**src/rtl/decq_pkg.sv**
```systemverilog
`timescale 1ns / 1ps
// package for the debounced event counter queue
// holds widths, command codes, register indexes and the item, slot and command types
package decq_pkg;

  localparam int QUEUE_DEPTH  = 64;
  localparam int NUM_CHANNELS = 3;

  localparam int PTR_W   = $clog2(QUEUE_DEPTH);
  localparam int CH_SEL_W = (NUM_CHANNELS > 1) ? $clog2(NUM_CHANNELS) : 1;
  // channels that have a reset mask bit
  localparam int NUM_RST  = (NUM_CHANNELS < 3) ? NUM_CHANNELS : 3;

  localparam int CMD_W    = 2;
  localparam int CHAN_W   = 2;
  localparam int MASK_W   = 3;
  localparam int TIME_W   = 32;
  localparam int COUNT_W  = 31;
  localparam int SEQ_W    = 31;
  localparam int LEVEL_W  = 6;
  localparam int AFL_W    = 7;
  localparam int CMP_W    = (PTR_W > AFL_W) ? PTR_W + 1 : AFL_W + 1;

  localparam int CFG_IDX_W  = 1;
  localparam int CFG_DATA_W = 32;
  localparam logic [CFG_IDX_W-1:0] REG_DEBOUNCE_MS = 1'd0;
  localparam logic [CFG_IDX_W-1:0] REG_ALMOST_FULL = 1'd1;

  localparam logic [TIME_W-1:0]  DEBOUNCE_RESET = 32'd500;
  localparam logic [AFL_W-1:0]   AFL_RESET      = 7'd58;
  localparam logic [COUNT_W-1:0] COUNT_MAX      = '1;

  localparam logic [CMD_W-1:0] CMD_EDGE  = 2'd0;
  localparam logic [CMD_W-1:0] CMD_RESET = 2'd1;
  localparam logic [CMD_W-1:0] CMD_POP   = 2'd2;

  typedef struct packed {
    logic [CMD_W-1:0]  cmd;
    logic [CHAN_W-1:0] channel;
    logic [MASK_W-1:0] reset_low_mask;
    logic [TIME_W-1:0] now_ms;
    logic [TIME_W-1:0] wall_time;
  } in_item_t;

  typedef struct packed {
    logic [CHAN_W-1:0]  chan;
    logic [TIME_W-1:0]  wall;
    logic [TIME_W-1:0]  millis;
    logic [COUNT_W-1:0] count;
    logic [SEQ_W-1:0]   seq;
  } slot_t;

  localparam int SLOT_W = $bits(slot_t);

  typedef struct packed {
    logic               edge_accepted;
    logic               event_queued;
    logic               event_dropped;
    logic               reset_done;
    logic               event_valid;
    logic [CHAN_W-1:0]  out_channel;
    logic [COUNT_W-1:0] out_count;
    logic [TIME_W-1:0]  out_wall_time;
    logic [TIME_W-1:0]  out_millis;
    logic [SEQ_W-1:0]   out_sequence;
    logic [LEVEL_W-1:0] queue_level;
  } result_t;

  // controller to datapath
  typedef struct packed {
    logic latch_in;
    logic commit;
    logic rd_issue;
    logic pop_commit;
    logic load_out;
  } dp_cmd_t;

  // datapath to controller
  typedef struct packed {
    logic is_pop;
  } dp_status_t;

endpackage

```
**src/rtl/decq_ctrl.sv**
```systemverilog
`timescale 1ns / 1ps
// controller of the debounced event counter queue: sequences accept, execute, pop read
// and output load; depends on decq_pkg
module decq_ctrl (
  input  logic                 clk,
  input  logic                 rst_n,
  input  logic                 in_valid,
  output logic                 in_ready,
  output logic                 out_valid,
  input  logic                 out_ready,
  input  decq_pkg::dp_status_t status,
  output decq_pkg::dp_cmd_t    cmd
);

  localparam logic [1:0] ST_IDLE = 2'd0;
  localparam logic [1:0] ST_EXEC = 2'd1;
  localparam logic [1:0] ST_POP  = 2'd2;

  logic [1:0] state_r, state_nxt;
  logic       out_valid_r, out_valid_nxt;
  logic       out_free;

  assign out_free = !out_valid_r || out_ready;
  assign in_ready = (state_r == ST_IDLE);
  assign out_valid = out_valid_r;

  always_comb begin
    state_nxt = state_r;
    cmd = '0;
    case (state_r)
      ST_IDLE: begin
        if (in_valid) begin
          cmd.latch_in = 1'b1;
          state_nxt = ST_EXEC;
        end
      end
      ST_EXEC: begin
        if (status.is_pop) begin
          cmd.rd_issue = 1'b1;
          state_nxt = ST_POP;
        end else if (out_free) begin
          // state only changes once the result has a place to go
          cmd.commit = 1'b1;
          cmd.load_out = 1'b1;
          state_nxt = ST_IDLE;
        end
      end
      ST_POP: begin
        if (out_free) begin
          cmd.pop_commit = 1'b1;
          cmd.load_out = 1'b1;
          state_nxt = ST_IDLE;
        end
      end
      default: begin
        state_nxt = ST_IDLE;
      end
    endcase
  end

  always_comb begin
    out_valid_nxt = out_valid_r;
    if (cmd.load_out) begin
      out_valid_nxt = 1'b1;
    end else if (out_ready) begin
      out_valid_nxt = 1'b0;
    end
  end

  always_ff @(posedge clk) begin
    if (!rst_n) begin
      state_r <= ST_IDLE;
      out_valid_r <= 1'b0;
    end else begin
      state_r <= state_nxt;
      out_valid_r <= out_valid_nxt;
    end
  end

`ifndef SYNTHESIS
  a_no_overwrite: assert property (@(posedge clk) disable iff (!rst_n)
    cmd.load_out |-> (!out_valid_r || out_ready))
    else $error("result loaded over an untaken result");

  a_accept_to_exec: assert property (@(posedge clk) disable iff (!rst_n)
    (in_valid && in_ready) |=> (state_r == ST_EXEC))
    else $error("accepted transaction not executed");

  a_pop_after_issue: assert property (@(posedge clk) disable iff (!rst_n)
    (state_r == ST_POP) |-> $past(cmd.rd_issue) || $past(state_r == ST_POP))
    else $error("pop state entered without a queue read");

  a_commit_once: assert property (@(posedge clk) disable iff (!rst_n)
    (cmd.commit || cmd.pop_commit) |=> !(cmd.commit || cmd.pop_commit))
    else $error("one transaction committed twice");
`endif

endmodule

```
**config.mk**
```make
export PLATFORM = sky130hd
export DESIGN_NAME = decq_ctrl
export DESIGN_NICKNAME = d
export VERILOG_FILES = /design/src/rtl/decq_pkg.sv /design/src/rtl/decq_ctrl.sv
export SDC_FILE = /design/constraint.sdc
export NUM_CORES = 1
export LEC_CHECK = 0
export BUFFER_PORTS_ARGS = -buffer_cell sky130_fd_sc_hd__buf_2
export CAP_MARGIN = 40
export CORE_AREA = 2 2 39 41
export CTS_BUF_LIST = sky130_fd_sc_hd__clkbuf_16
export DETAILED_ROUTE_END_ITERATION = 10
export DIE_AREA = 0 0 41 43
export PLACE_DENSITY = 0.36
export SLEW_MARGIN = 5
export SYNTH_ARGS = -nofsm -noshare
export SYNTH_HDL_FRONTEND = slang
export SYNTH_SLANG_ARGS = --single-unit
```
**constraint.sdc**
```tcl
create_clock -name clk -period 1.7 [get_ports clk]
set_input_delay 0.17 -clock clk [delete_from_list [all_inputs] [get_ports clk]]
set_output_delay 0.17 -clock clk [all_outputs]
set_load 0.005 [all_outputs]
```
==> impl_metrics.yaml <==
clock_network:
  clockBufferDepth: 2
  cts_htree_levels: 1
  cts_sinks: 3
  cts_tree: "built"
  cts_root_buffer: "clkbuf_16"
  cts_buffers: 3
  post-cts-setup-buffers: 0
  cts_resized: 0
  clkTransAtPathRegs_ns: 0.03
  hold_buffers: 0
  clk_latency_ns: 0.22
finish:
  n_fill_cell: 151
  area_growth_pct: 56.19
  multi_input_area_um2: 180.2
  design_area_um2: 410.4
  final_net_count: 54
  ff_latch_area_um2: 61.31
  drive_above_1_share: 0.3864
  insertedDiodeCount: 0
  post-route-util: 0.2966
global_routing:
  grt-ovfl-total: 0
  grt.total_usage: 0.09127
  grt_start_max_net_pins: 7
  antenna_found_initial: 0
  grt_pass1_vias: 260
  grt_pass1_wl_um: 1021
route:
  dr.first_iter.drc_count: 2
  routedWlPerCell_um: 10.03
  totalWireLength_um: 602
  routed_via_density: 4.217
  drc: 0
  firstDrtPassIters: 3
  antenna_left: 0
  vias: 253
sta:
  finalSetupTns_ns: 0
  drv_slew: 0
  slew_headroom: 0.8689
  worst_pin_slew_ns: 0.1963
  holdWs_ns: 0.2426
  finalCritPeriodShare: 0.8846
  min_period_ns: 1.504
  finalHoldViolations: 0
  rsz0062_at_grt: "no"
  finalClockSkew_ns: 0.001982
  setup-violations-final: 0
  timing.fmax_mhz: 665.0
synthesis:
  synth_top_area_cell: "dfxtp_1"
  ys_ff_latch: 3
  synth_area_leaders: "dfxtp_1, ha_1, nor2b_4"
  async_flop_share: 0
  synth_edf_count: 0
  syn_nets: 39
  synth-main-ff-cell: "dfxtp_1"
  netlist_area_um2: 262.8
  synth_common_cells: "ha_1, inv_1, dfxtp_1"
  yosysTopAreaCellShare: 0.2286
  synth_warnings: 0
  synth_cell_types: 16
  synth.yosys.seq_area_share: 0.2286
  avgSynthCellArea_um2: 8.758
  synthesis.instances: 30
outcome:
  status: "completed"
pwr:
  p_per_area_nw_per_um2: 1191
  p_int_mw: 0.3997
  vdd_ir_drop_max_mv: 0.3684
  p_sw_frac: 0.1820
  pwr-share-clk: 0.754
  comb_power_share: 0.087
  pwr-share-seq: 0.159
  p_leak_nw: 0.1903
  total_power_mw: 0.4886
  net-switching-power_mw: 0.08893
place:
  port_buffers: 11
  dp_hpwl_um: 456.5
  placed_cell_area_um2: 330.3
  place.gp.congestion: 0.7033
setup_path:
  rrSetupSlack_ns: 0.54
  cp_top_family: "flip-flops"
  reg2reg_from: "state_r[1]$_SDFFE_PN0P_"
  rr_worst_depth: 5
  cp.buffers_inverters: 2
  cp-start-kind: "register"
  r2r-end: "state_r[0]$_SDFFE_PN0P_"
  crit_chain: "inv_1 > ha_1 > nor2b_4 > o21ai_1 > nor2_1 > buf_2"
  worstSetupEndpointType: "output pin"
  max_stage_delay_ns: 0.37
  worst-path-max-fanout: 5
  worstPathArrival_ns: 1.33
  critical_path_required_ns: 1.53
  slowest_stage: "dfxtp_2"
  critPathKind: "reg2out"
worst_hold_path:
  hp-start: "out_ready"
  hold_end: "out_valid$_SDFFE_PN0P_"
  hold_path_depth: 4
  hold_class: "in2reg"
floorplanning:
  fp.coreArea_um2: 1384
  dieArea_um2: 1763
  die_y_um: 43
  num_rows: 14
  ioPinCount: 12
  initial_core_util: 0.1899
  die_x_um: 41
job:
  maxCapViolCount: 0
## metrics by stage
stage	setup WS [ns]	instances
floorplan	0.4784	30
global placement	0.3488	56
detailed placement	0.3476	56
CTS	0.1114	60
global route	0.08358	60
finish	0.1962	60
## tightest hold or removal path, cell delays in order
cell and delay, ns:
buf_2 0.10, nor2b_4 0.05, inv_1 0.04, a21boi_1 0.05
## layout make-up
type | count | share of cell area
tap | 16 | 0.04878
clock buffer | 3 | 0.1829
timing repair buffer | 11 | 0.1341
sequential | 3 | 0.1494
clock inverter | 1 | 0.009146
multi-input combinational | 22 | 0.4390
inverter | 4 | 0.03659
## power groups by stage
stage / logic [mW] / clock network (mW) / registers (mW)
6_report: 0.0425 / 0.368 / 0.0777
5_1_grt: 0.0480 / 0.382 / 0.0781
4_1_cts: 0.0434 / 0.377 / 0.0775
3_5_place_dp: 0.0428 / 0 / 0.0785
3_3_place_gp: 0.0431 / 0 / 0.0785
2_1_floorplan: 0.0249 / 0 / 0.0774
## metal layers
metal	wire [um]	global-route usage
met1	264	0.09936
met2	267	0.1313
met3	69	0.04712
met4	0	0.06000
met5	0	0
## worst max-delay path by stage
stage,startpoint,endpoint,slack (ns),depth (start not counted)
after global routing,state_r[0]$_SDFFE_PN0P_,cmd[0],0.08,5
after detailed placement,state_r[1]$_SDFFE_PN0P_,cmd[0],0.35,6
after CTS,state_r[1]$_SDFFE_PN0P_,cmd[0],0.11,6
final,state_r[1]$_SDFFE_PN0P_,cmd[0],0.20,6
after global placement,state_r[1]$_SDFFE_PN0P_,cmd[0],0.35,6
after floorplan,state_r[1]$_SDFFE_PN0P_,cmd[0],0.48,6
## cells in the final DEF, fill, tap and decap left out, drive strengths merged
cell / count
dfxtp: 3
nor2: 1
o2111ai: 2
ha: 4
o211ai: 1
nand2b: 1
o21ai: 2
clkbuf: 3
inv: 5
and2: 2
a21oi: 1
nand2: 1
buf: 11
a21boi: 2
nand4b: 1
nor2b: 4
## state kept, by name, summed over array words and instances (netlist names)
name and count:
out_valid 1, state_r 2
## cells by family (layout without fill, tap and decap cells)
family                   Yosys count  count (layout)  synth area share
flip-flops                         3               3            0.2286
AO/OA/AOI/OAI                      8               8            0.2095
adder cells (fa/ha/maj)            4               4            0.1905
buffers and inverters              5              19           0.08571
AND/OR/NAND/NOR                   10              10            0.2857
Power figures use the tool's default switching activity.
